`src/rtl/rau_pkg.sv`:
```
// ============================================================================
// rau_pkg
// shared types and constants for the rational arithmetic unit
// ============================================================================
package rau_pkg;

    localparam int OPERAND_BITS_DEF = 32;
    localparam int WIDE_BITS        = 64;

    typedef enum logic [1:0] {
        OP_ADD = 2'd0,
        OP_SUB = 2'd1,
        OP_MUL = 2'd2,
        OP_DIV = 2'd3
    } op_t;

    typedef enum logic [1:0] {
        ST_OK      = 2'd0,
        ST_DIVZERO = 2'd1,
        ST_ZERODEN = 2'd2
    } status_t;

    typedef enum logic [3:0] {
        S_IDLE,
        S_MUL1,
        S_MUL2,
        S_SUM,
        S_CHECK,
        S_GCD_START,
        S_GCD_DIV,
        S_GCD_STEP,
        S_RED_NUM,
        S_RED_DEN,
        S_OUT
    } ctrl_state_t;

    typedef struct packed {
        logic load;
        logic mul1;
        logic mul2;
        logic sum;
        logic gcd_start;
        logic div_start;
        logic gcd_step;
        logic red_num_start;
        logic red_num_done;
        logic red_den_start;
        logic red_den_done;
        logic out_load;
    } dp_cmd_t;

    typedef struct packed {
        logic    early;
        status_t early_status;
        logic    gcd_y_zero;
        logic    div_done;
    } dp_stat_t;

endpackage

```
`src/rtl/rau_ctrl.sv`:
```
// ============================================================================
// rau_ctrl
// sequencer for the rational arithmetic unit
// ============================================================================
module rau_ctrl
    import rau_pkg::*;
(
    input  logic     clk,
    input  logic     rst_n,
    input  logic     in_valid,
    output logic     in_ready,
    output logic     out_valid,
    input  logic     out_ready,
    output dp_cmd_t  cmd,
    input  dp_stat_t stat,
    output ctrl_state_t state
);

    ctrl_state_t state_reg, state_next;
    logic        ov_reg, ov_next;
    logic        red_den_reg, red_den_next;

    always_comb
    begin
        state_next   = state_reg;
        red_den_next = red_den_reg;
        unique case (state_reg)
            S_IDLE:
            begin
                if (in_valid)
                begin
                    state_next = S_MUL1;
                end
            end
            S_MUL1: state_next = S_MUL2;
            S_MUL2: state_next = S_SUM;
            S_SUM:  state_next = S_CHECK;
            S_CHECK:
            begin
                state_next = stat.early ? S_OUT : S_GCD_START;
            end
            S_GCD_START: state_next = S_GCD_DIV;
            S_GCD_DIV:
            begin
                if (stat.gcd_y_zero)
                begin
                    state_next = S_RED_NUM;
                end
                else
                begin
                    state_next = S_GCD_STEP;
                end
            end
            S_GCD_STEP:
            begin
                if (stat.div_done)
                begin
                    state_next = S_GCD_DIV;
                end
            end
            S_RED_NUM:
            begin
                if (stat.div_done)
                begin
                    if (red_den_reg)
                    begin
                        state_next   = S_OUT;
                        red_den_next = 1'b0;
                    end
                    else
                    begin
                        state_next   = S_RED_DEN;
                        red_den_next = 1'b1;
                    end
                end
            end
            S_RED_DEN: state_next = S_RED_NUM;
            S_OUT:
            begin
                if (!ov_reg || out_ready)
                begin
                    state_next = S_IDLE;
                end
            end
            default: state_next = S_IDLE;
        endcase
    end

    always_comb
    begin
        cmd           = '0;
        ov_next       = ov_reg && !out_ready;
        in_ready      = (state_reg == S_IDLE);
        unique case (state_reg)
            S_IDLE:    cmd.load = in_valid;
            S_MUL1:    cmd.mul1 = 1'b1;
            S_MUL2:    cmd.mul2 = 1'b1;
            S_SUM:     cmd.sum  = 1'b1;
            S_GCD_START: cmd.gcd_start = 1'b1;
            S_GCD_DIV:
            begin
                cmd.div_start     = !stat.gcd_y_zero;
                cmd.red_num_start = stat.gcd_y_zero && !red_den_reg;
            end
            S_GCD_STEP: cmd.gcd_step = stat.div_done;
            S_RED_NUM:
            begin
                cmd.red_num_done = stat.div_done && !red_den_reg;
                cmd.red_den_done = stat.div_done && red_den_reg;
            end
            S_RED_DEN: cmd.red_den_start = 1'b1;
            S_OUT:
            begin
                if (!ov_reg || out_ready)
                begin
                    cmd.out_load = 1'b1;
                    ov_next      = 1'b1;
                end
            end
            default: cmd = '0;
        endcase
    end

    always_ff @(posedge clk or negedge rst_n)
    begin
        if (!rst_n)
        begin
            state_reg   <= S_IDLE;
            ov_reg      <= 1'b0;
            red_den_reg <= 1'b0;
        end
        else
        begin
            state_reg   <= state_next;
            ov_reg      <= ov_next;
            red_den_reg <= red_den_next;
        end
    end

    assign out_valid = ov_reg;
    assign state     = state_reg;

endmodule

```
`config.mk`:
```
export PLATFORM = sky130hd
export DESIGN_NAME = rau_ctrl
export DESIGN_NICKNAME = d
export VERILOG_FILES = /design/src/rtl/rau_pkg.sv /design/src/rtl/rau_ctrl.sv
export SDC_FILE = /design/constraint.sdc
export NUM_CORES = 1
export LEC_CHECK = 0
export ABC_AREA = 0
export BUFFER_PORTS_ARGS = -buffer_cell sky130_fd_sc_hd__buf_2
export CAP_MARGIN = 5
export CORE_AREA = 2 2 39 41
export CTS_CLUSTER_SIZE = 20
export DETAILED_ROUTE_END_ITERATION = 12
export DIE_AREA = 0 0 41 43
export PLACE_DENSITY_LB_ADDON = 0.2
export SETUP_SLACK_MARGIN = 0.05
export SYNTH_ARGS = -nofsm -noshare
export SYNTH_HDL_FRONTEND = slang
export SYNTH_SLANG_ARGS = --single-unit
```
`constraint.sdc`:
```
create_clock -name clk -period 1.95 [get_ports clk]
set_clock_uncertainty 0.2 [all_clocks]
set_input_delay 0.195 -clock clk [delete_from_list [all_inputs] [get_ports clk]]
set_output_delay 0.195 -clock clk [all_outputs]
set_load 0.005 [all_outputs]
```
; ---- After elaboration in Yosys (flattened, before gate mapping)
; Cells that the tools add are included.
[totals]
wordCells = 53
input_bits = 9
regBits = 6
out_inout_bits = 18
[op_classes]
n_eq_ne = 14
mux = 24
reduce_logical = 12
[op_table]
columns = cell, n
row1 = $pmux W4 S11, 1
row2 = $mux W4, 6
row3 = $eq A4 B3 Y1 const B, 4
row4 = $mux W1, 16
row5 = $eq A4 B4 Y1 const B, 3
row6 = $eq A4 B2 Y1 const B, 2
row7 = $ne A2 B2 Y1 const B, 4
row8 = $eq A4 B1 Y1 const B, 1
row9 = $logic_and A1 B1 Y1, 4
row10 = $logic_not A1 Y1, 4
row11 = $logic_not A4 Y1, 1
row12 = $reduce_and A4 Y1, 1
row13 = $mux W2, 1
row14 = $reduce_and A2 Y1, 1
row15 = $logic_or A1 B1 Y1, 1

; ---- Logic depth before layout (Yosys ltp)
; Gate-level depths: netlist (run 1).
[logic_depth]
ltp_word = 4
ltp_mapped = 6
mapped_depth_nobuf = 4

; ---- Worst setup path after synthesis (run 1)
; No wires, ideal clock.
[synth_timing]
path_type = register -> register
from = reg state_reg[1], in the netlist state[1]
to = reg state_reg[1], in the netlist state[1]
path_slack_ns = 0.242
t_required_ns = 1.632
n_path_buf = 1
stages_incl_launch_ff = 6
synth_period_minus_slack_ns = 1.708
t_arrival_ns = 1.390
setup_time_ns = 0.118
cell_sequence = dfrtp_1 > buf_6 > or4_4 > a21oi_2 > o41ai_1 > a21o_1
[synth_via]
elab_chain_len = 3
word_cells_on_any_way = 17
classes_between = 14 x eq/ne / 1 x mux / 2 x reduce/logical
[synth_rtl]
columns = element, line_no
row1 = start: declaration, rau_ctrl.sv:19  ; ctrl_state_t state_reg, state_next;
row2 = start signal: assignment, rau_ctrl.sv:134  ; state_reg <= state_next;
row3 = "$eq A4 B4 Y1, or another cell as far along", rau_ctrl.sv:27  ; unique case (state_reg)
row4 = $ne A2 B2 Y1 (no source line), --
row5 = $reduce_and A4 Y1 (no source line), --
; Parallel ways exist; a longest one is shown, timed or not.
; A chain may end at the register's enable or synchronous reset.

; ---- Final worst setup path (run 1)
[layout_timing]
from = reg state_reg[2], in the netlist state[2]
to = reg state_reg[0], in the netlist state[0]
; The elaborated chain is that of the path after synthesis.

==> flow_metrics.env, run 1 <==
export IMPL_cp_required_ns=1.91
export IMPL_synth_edf_count=0
export IMPL_critical_path_peak_fanout=5
export IMPL_ys_dominant_reg_cell="dfrtp_1"
export IMPL_finalHoldViolCount=0
export IMPL_dr_first_iter_drc_count=3
export IMPL_gr_total_overflow=0
export IMPL_ys_seq_area_share_pct=29.3
export IMPL_vdd_drop_max_uv=738
export IMPL_final_core_util_pct=55.2
export IMPL_globalplace_congestion=0.802
export IMPL_status="complete, no violations"
export IMPL_worstHoldPathType="in -> reg"
export IMPL_cap_violations=0
export IMPL_largest_register_ffs=4
export IMPL_synth_warnings=0
export IMPL_totalWireLength_um=1380
export IMPL_drv_slew=0
export IMPL_cts_tree="done"
export IMPL_viasPerCell=5.22
export IMPL_clkTransAtPathRegs_ns=0.05
export IMPL_max_stage_delay_ns=0.53
export IMPL_fmax_ghz=0.542
export IMPL_synthCells=63
export IMPL_grt_pass1_vias=528
export IMPL_port_buffer_count=24
export IMPL_synth_nets=72
export IMPL_remaining_drc_errors=0
export IMPL_yosys_area_top_type="dfrtp_1"
export IMPL_holdWs_ns=0.0564
export IMPL_dieArea_mm2=0.00176
export IMPL_start_util_pct=37.1
export IMPL_core_area_mm2=0.00138
export IMPL_synth_top_area_share_pct=29.3
export IMPL_io_pins=27
export IMPL_pre_cts_ws_ns=0.240
export IMPL_insertion_delay_ns=0.24
export IMPL_areaGrowthSynthToFinish_pct=49.0
export IMPL_power_density_mw_per_mm2=1440
export IMPL_synthTopCellsByCount="6 x dfrtp_1, 6 x nand2b_1, 5 x nand2_1, 5 x nor2_1, 5 x nor3_1"
export IMPL_die_h_um=43
export IMPL_dp_hpwl_um=983
export IMPL_n_antenna_cell=0
export IMPL_grt_antenna_before_repair=0
export IMPL_rows=14
export IMPL_cp_slowest_cell="or4_4"
export IMPL_power_total_w=0.00110
export IMPL_tns_ns=0
export IMPL_fillers=141
export IMPL_synth_seq_cells=6
export IMPL_root_buffer="clkbuf_4"
export IMPL_worstSetupStartpointType="flop"
export IMPL_die_width_um=41
export IMPL_fin_nets=107
export IMPL_relSlewSlack_pct=75.4
export IMPL_rsz0062_at_grt="true"
export IMPL_grt_first_pass_wirelength_um=2140
export IMPL_routedWlPerCell_um=12.3
export IMPL_cts_max_level=1
export IMPL_p_leak_nw=0.387
export IMPL_crit_type="reg -> reg"
export IMPL_route_antenna_remaining_nets=0
export IMPL_worst_pin_slew_ns=0.369
export IMPL_vias=585
export IMPL_avgSynthCellArea_um2=8.14
export IMPL_cts_sinks=6
export IMPL_cp_arrival_ns=1.81
export IMPL_drt_pass1_iter_count=4
export IMPL_setup_ws_ns=0.104
export IMPL_ys_async_sr_fraction_pct=100
export IMPL_drive_above_1_share_pct=47.9
export IMPL_setup_viol=0
export IMPL_ys_types=32
export IMPL_syn_cell_area_um2=513
export IMPL_cts_path_max_buffers=2
export IMPL_period_needed_ns=1.85
export IMPL_path_cells="buf_4 > or4_4 > a21oi_4 > or3_4 > mux2i_1"
export IMPL_ys_top_cells_by_area="dfrtp_1 29%, nand2b_1 7.3%, nor3_1 4.9%"
export IMPL_finalCritPeriodShare_pct=94.6
export IMPL_grt_usage_pct=17.8
export IMPL_grt_max_degree=17
export IMPL_cp_end_kind="flop"
export IMPL_numCtsBuffers=3
-- critical path, delay by kind of cell (launching register included) --
family	cells	cell delay, ns
buf+inv	1	0.15
mux	1	0.17
simple gates	2	0.68
flops	1	0.41
compound gates	1	0.16
-- through the flow --
step	std cells	area, um2
floorplan	63	513
global placement	102	654
detailed placement	102	654
CTS	107	699
global route	112	764
finish	112	764
-- cell families after synthesis --
group	Yosys count	share of synthesized area, %
simple gates	33	38.5
compound gates	13	18.5
buf+inv	8	7.81
flops	6	29.3
mux	2	4.15
xor+xnor	1	1.71
-- layer usage --
| layer | GRT usage, % | vias up | wire length (um) |
|---|---|---|---|
| met2 | 29.4 | 16 | 731 |
| met1 | 20.2 | 275 | 578 |
| met5 | 0 | - | 0 |
| met3 | 6.28 | 0 | 68 |
| met4 | 6.00 | 0 | 0 |
| li1 | - | 294 | - |
-- report_power, final --
part	internal (W)	total (W)	switching, W
sequential	0.000181	0.000267	0.0000855
combinational	0.000372	0.000727	0.000354
clock	0.0000694	0.000110	0.0000411
-- layout by cell type, fill, tap and decap left out, types with 2 or more instances in the layout --
cell type	netlist	routed
buf_4	0	9
nor4_1	2	2
o21ai_0	4	4
dfrtp_1	6	6
buf_2	2	24
nand2_1	5	4
nor2b_1	2	2
nand2b_1	6	5
inv_1	3	3
clkbuf_4	0	3
nor3_1	5	4
nor2_1	5	5
-- final timing paths --
path                       slack, ns            startpoint  cells after the start                    to
max                             0.10  state[2]$_DFFE_PN0P_                      5  state[0]$_DFFE_PN0P_
min                             0.06             out_ready                      3   out_valid$_DFF_PN0_
max reg2reg                     0.10  state[2]$_DFFE_PN0P_                      5  state[0]$_DFFE_PN0P_
min reg2reg                     0.31   out_valid$_DFF_PN0_                      2   out_valid$_DFF_PN0_
max in group asynchronous       1.30                 rst_n                      2  state[1]$_DFFE_PN0P_
min in group asynchronous       0.11                 rst_n                      2  state[3]$_DFFE_PN0P_
-- layout make-up --
class	instances	area [um2]	share of cell area, %
multi-input combinational	49	352	46.0
timing repair buffer	35	209	27.3
sequential	6	150	19.6
clock buffer	3	22.5	2.95
tap	16	20.0	2.62
inverter	3	11.3	1.47
-- timing repair --
| item | CTS | global route |
|---|---|---|
| gates resized for setup | 1 | 5 |
| buffers inserted | 1 | 5 |
| setup endpoints to repair | 1 | 2 |
| hold buffers | 1 | 0 |
| pin swaps | 1 | 3 |
| hold endpoints to repair | 6 | 0 |
Note: power is estimated with default switching activity, not from simulation.
==> run 2, diff against run 1 <==
Settings changed: ABC_CLOCK_PERIOD_IN_PS set to 1950, CELL_PAD_IN_SITES_DETAIL_PLACEMENT set to 1, CELL_PAD_IN_SITES_GLOBAL_PLACEMENT set to 1, CORE_AREA 2 2 39 41 to unset, CORE_MARGIN set to 2, CORE_UTILIZATION set to 29, DIE_AREA 0 0 41 43 to unset, SKIP_CTS_REPAIR_TIMING set to 1.
==> run 2 against run 1 <==
  * Global-route usage shrank 2.9 points
  * Count of clock-buffer cells in the layout unchanged
  * Sequential cell count did not move
  * Highest routed layer is now met4
  * Combinational power decreased by 12%
  * Worst setup slack improved by 0.023 ns
  * Die area grew 20%
  * Register-to-register slack better by 0.07 ns
  * Critical endpoint is now cmd[3]
  * Clock power is 9% higher
==> flow_metrics.env, run 2 (synthesis results as in run 1) <==
export IMPL_remaining_drc_errors=0
export IMPL_drt_pass1_iter_count=3
export IMPL_crit_type="reg -> out"
export IMPL_layout_commonest_cell="buf_2"
export IMPL_cp_arrival_ns=1.43
export IMPL_instances_no_fill=107
export IMPL_dr_first_iter_drc_count=5
export IMPL_worstSetupStartpointType="flop"
export IMPL_period_needed_ns=1.82
export IMPL_rows=15
export IMPL_root_buffer="clkbuf_4"
export IMPL_vdd_drop_max_uv=444
export IMPL_path_cells="nand2b_1 > nor3_2 > nand2_1 > nor2_1 > buf_2"
export IMPL_port_buffer_count=24
export IMPL_viasPerCell=5.21
export IMPL_startpoint="state[2]$_DFFE_PN0P_"
export IMPL_die_width_um=46.1
export IMPL_cts_path_max_buffers=2
export IMPL_numCtsBuffers=3
export IMPL_largest_register_ffs=4
export IMPL_cp_required_ns=1.55
export IMPL_cts_tree="done"
export IMPL_globalplace_congestion=0.750
export IMPL_holdWs_ns=0.0500
export IMPL_reg2reg_depth=4
export IMPL_fmax_ghz=0.549
export IMPL_grt_usage_pct=15.0
export IMPL_grt_antenna_before_repair=0
export IMPL_crit_family="simple AND/OR/NAND/NOR gates"
export IMPL_areaGrowthSynthToFinish_pct=37.3
export IMPL_fin_nets=101
export IMPL_holdPathStages=3
export IMPL_cp_end_kind="output port"
export IMPL_worstHoldPathType="in -> reg"
export IMPL_status="complete, no violations"
export IMPL_max_stage_delay_ns=0.46
export IMPL_dp_hpwl_um=1040
export IMPL_drv_slew=0
export IMPL_finalCritPeriodShare_pct=93.5
export IMPL_routedWlPerCell_um=12.7
export IMPL_grt_pass1_vias=500
export IMPL_start_util_pct=30.4
export IMPL_io_pins=27
export IMPL_min_from="out_ready"
export IMPL_path_buf_inv=1
export IMPL_setup_viol=0
export IMPL_power_density_mw_per_mm2=1450
export IMPL_register_area_um2=150
export IMPL_cp_depth=5
export IMPL_vias=558
export IMPL_route_antenna_remaining_nets=0
export IMPL_cts_max_level=1
export IMPL_dp_cells=103
export IMPL_totalWireLength_um=1360
export IMPL_dieArea_mm2=0.00212
export IMPL_fillers=218
export IMPL_grt_first_pass_wirelength_um=2190
export IMPL_critical_path_peak_fanout=9
export IMPL_gr_total_overflow=0
export IMPL_cap_violations=0
export IMPL_tns_ns=0
export IMPL_core_area_mm2=0.00169
export IMPL_worst_pin_slew_ns=0.280
export IMPL_multi_input_area_um2=339
export IMPL_layout_common_cells="24 x buf_2, 6 x nand2b_1, 6 x dfrtp_1, 5 x nand2_1, 5 x nor2_1"
export IMPL_n_antenna_cell=0
export IMPL_cts_sinks=6
export IMPL_reg2reg_from="state[2]$_DFFE_PN0P_"
export IMPL_drive_above_1_share_pct=44.4
export IMPL_p_leak_nw=0.354
export IMPL_rsz0062_at_grt="true"
export IMPL_insertion_delay_ns=0.25
export IMPL_final_core_util_pct=41.7
export IMPL_finalHoldViolCount=0
export IMPL_clkTransAtPathRegs_ns=0.05
export IMPL_grt_max_degree=16
export IMPL_cp_slowest_cell="dfrtp_1"
export IMPL_relSlewSlack_pct=81.1
export IMPL_die_h_um=46.1
-- run 2: worst paths after layout --
kind,slack (ns),end
max reg2reg,0.17,state[0]$_DFFE_PN0P_
max,0.13,cmd[3]
min in group asynchronous,0.08,state[3]$_DFFE_PN0P_
min,0.05,out_valid$_DFF_PN0_
min reg2reg,0.32,out_valid$_DFF_PN0_
max in group asynchronous,1.32,state[1]$_DFFE_PN0P_
-- run 2: worst register-to-register path, cell delays in order, from the launching register on --
cell and delay [ns]:
dfrtp_1 0.46, or4_4 0.56, a21oi_2 0.17, or3_4 0.15
mux2i_1 0.16
-- run 2: report_power, final --
| group | leakage, nW | switching, W | internal [W] | total (W) |
|---|---|---|---|---|
| combinational | 0.264 | 0.000324 | 0.000313 | 0.000637 |
| clock | 0.0138 | 0.0000499 | 0.0000699 | 0.000120 |
| sequential | 0.0757 | 0.0000829 | 0.000181 | 0.000264 |
-- run 2: stage by stage --
step | instance area, um2 | power, W | setup slack [ns]
after detailed placement | 656 | 0.000890 | 0.176
after CTS | 678 | 0.00101 | 0.0485
after global placement | 656 | 0.000884 | 0.164
after floorplan | 513 | 0.000682 | 0.242
after global routing | 704 | 0.00113 | -0.00434
final | 704 | 0.00102 | 0.127
-- run 2: area by class of cell --
class | instances | share of cell area (%)
Multi-Input combinational cell | 49 | 48.1
Timing Repair Buffer | 29 | 22.7
Tap cell | 17 | 3.02
Sequential cell | 6 | 21.3
Clock buffer | 3 | 3.20
Inverter | 3 | 1.60
-- run 2: per-layer routing --
layer | global-route usage (%) | up-vias | wire [um]
met4 | 10.3 | 0 | 21
met1 | 19.2 | 259 | 654
met5 | 0 | - | 0
met3 | 3.53 | 3 | 55
met2 | 21.9 | 14 | 626
li1 | - | 282 | -
==> run 3, diff against run 2 <==
Settings changed: CORE_MARGIN 2 to unset, MAX_ROUTING_LAYER set to met4.
==> run 3 against run 2 <==
  * Cell area increased by 4.1%
  * Highest routed layer unchanged
  * Critical path depth is 1 higher
  * Register-to-register slack better by 0.06 ns
  * Largest power group unchanged
  * Worst setup slack got worse by 0.024 ns
  * Die area down 8.5%
  * Clock power shrank 5%
  * First-iteration DRC count is 40% higher
  * Global-route usage rose by 2.2 points
  * Worst hold slack gained 0.0018 ns
==> flow_metrics.env, run 3 (synthesis results as in run 1) <==
export IMPL_clkTransAtPathRegs_ns=0.05
export IMPL_fmax_ghz=0.542
export IMPL_globalplace_congestion=0.800
export IMPL_grt_usage_pct=17.2
export IMPL_cp_required_ns=1.55
export IMPL_totalWireLength_um=1480
export IMPL_dpl_instance_area_um2=669
export IMPL_viasPerCell=5.21
export IMPL_drt_pass1_iter_count=6
export IMPL_insertion_delay_ns=0.25
export IMPL_rows=14
export IMPL_worstSetupStartpointType="flop"
export IMPL_crit_type="reg -> out"
export IMPL_worstHoldPathType="in -> reg"
export IMPL_grt_antenna_before_repair=0
export IMPL_numCtsBuffers=3
export IMPL_gr_total_overflow=0
export IMPL_worst_r2r_setup_slack_ns=0.23
export IMPL_status="complete, no violations"
export IMPL_cts_max_level=1
export IMPL_die_width_um=44.1
export IMPL_largest_register_ffs=4
export IMPL_holdWs_ns=0.0518
export IMPL_setup_ws_ns=0.103
export IMPL_cp_end_kind="output port"
export IMPL_finalHoldViolCount=0
export IMPL_dp_hpwl_um=1120
export IMPL_die_h_um=44.1
export IMPL_root_buffer="clkbuf_4"
export IMPL_drv_slew=0
export IMPL_dieArea_mm2=0.00194
export IMPL_cts_tree="done"
export IMPL_io_pins=27
export IMPL_cts_path_max_buffers=2
export IMPL_core_area_mm2=0.00158
export IMPL_drive_above_1_share_pct=48.9
export IMPL_start_util_pct=32.5
export IMPL_route_antenna_remaining_nets=0
export IMPL_setup_viol=0
export IMPL_critical_path_peak_fanout=7
export IMPL_remaining_drc_errors=0
export IMPL_final_cell_area_um2=733
export IMPL_grt_first_pass_wirelength_um=2370
export IMPL_port_buffer_count=24
export IMPL_worst_pin_slew_ns=0.281
export IMPL_vdd_drop_max_uv=585
export IMPL_cp_arrival_ns=1.45
export IMPL_p_leak_nw=0.366
export IMPL_grt_max_degree=11
export IMPL_n_antenna_cell=0
export IMPL_pre_cts_ws_ns=0.231
export IMPL_relSlewSlack_pct=81.1
export IMPL_layout_commonest_cell="buf_2"
export IMPL_power_density_mw_per_mm2=1470
export IMPL_vias=563
export IMPL_areaGrowthSynthToFinish_pct=42.9
export IMPL_cts_sinks=6
export IMPL_dr_first_iter_drc_count=7
export IMPL_routedWlPerCell_um=13.7
export IMPL_cap_violations=0
export IMPL_layout_common_cells="24 x buf_2, 6 x buf_4, 5 x nor2_1, 5 x dfrtp_1"
export IMPL_fin_nets=103
export IMPL_period_needed_ns=1.85
export IMPL_grt_pass1_vias=524
export IMPL_finalCritPeriodShare_pct=94.7
export IMPL_rsz0062_at_grt="true"
run 3: final cells by class:
type | instances | area, um2
multi-input combinational | 49 | 353
fill | 212 | 843
sequential | 6 | 151
timing repair buffer | 31 | 175
inverter | 3 | 11.3
tap | 16 | 20.0
clock buffer | 3 | 22.5
run 3: stage by stage:
stage	power, W	TNS [ns]	std cells	utilization, %
floorplan	0.000682	0	63	-
global placement	0.000904	0	104	42.5
detailed placement	0.000922	0	104	42.5
CTS	0.00104	-0.0107	107	43.9
global route	0.00118	0	108	46.5
finish	0.00108	0	108	46.5
run 3: worst paths after layout:
check                                     startpoint              endpoint  cells past startpoint
worst min register to register   out_valid$_DFF_PN0_   out_valid$_DFF_PN0_                      2
worst max-delay path            state[2]$_DFFE_PN0P_                cmd[3]                      6
min in group asynchronous                      rst_n  state[2]$_DFFE_PN0P_                      2
max in group asynchronous                      rst_n  state[3]$_DFFE_PN0P_                      2
worst max register to register  state[2]$_DFFE_PN0P_  state[0]$_DFFE_PN0P_                      4
worst min-delay path                       out_ready   out_valid$_DFF_PN0_                      3
run 3: worst max-delay path, cell delays in order (launching register included):
cell      delay [ns]
dfrtp_1         0.40
buf_4           0.17
nand2b_4        0.16
nor3_4          0.18
nand2_2         0.10
nor2_1          0.09
buf_2           0.11
run 3: where the power goes:
part / internal, W / switching, W / leakage, nW / total (W)
Sequential: 0.000184 / 0.0000822 / 0.0745 / 0.000266
Clock: 0.0000696 / 0.0000447 / 0.0138 / 0.000114
Combinational: 0.000348 / 0.000348 / 0.277 / 0.000696
Total: 0.000601 / 0.000475 / 0.366 / 0.00108
run 3: per-layer routing:
layer | part of all wire, % | GRT usage [%] | wire (um)
met5 | 0 | - | 0
met4 | 1.2 | 7.27 | 17
met3 | 3.5 | 1.22 | 51
met2 | 48 | 27.1 | 715
met1 | 47 | 22.9 | 691
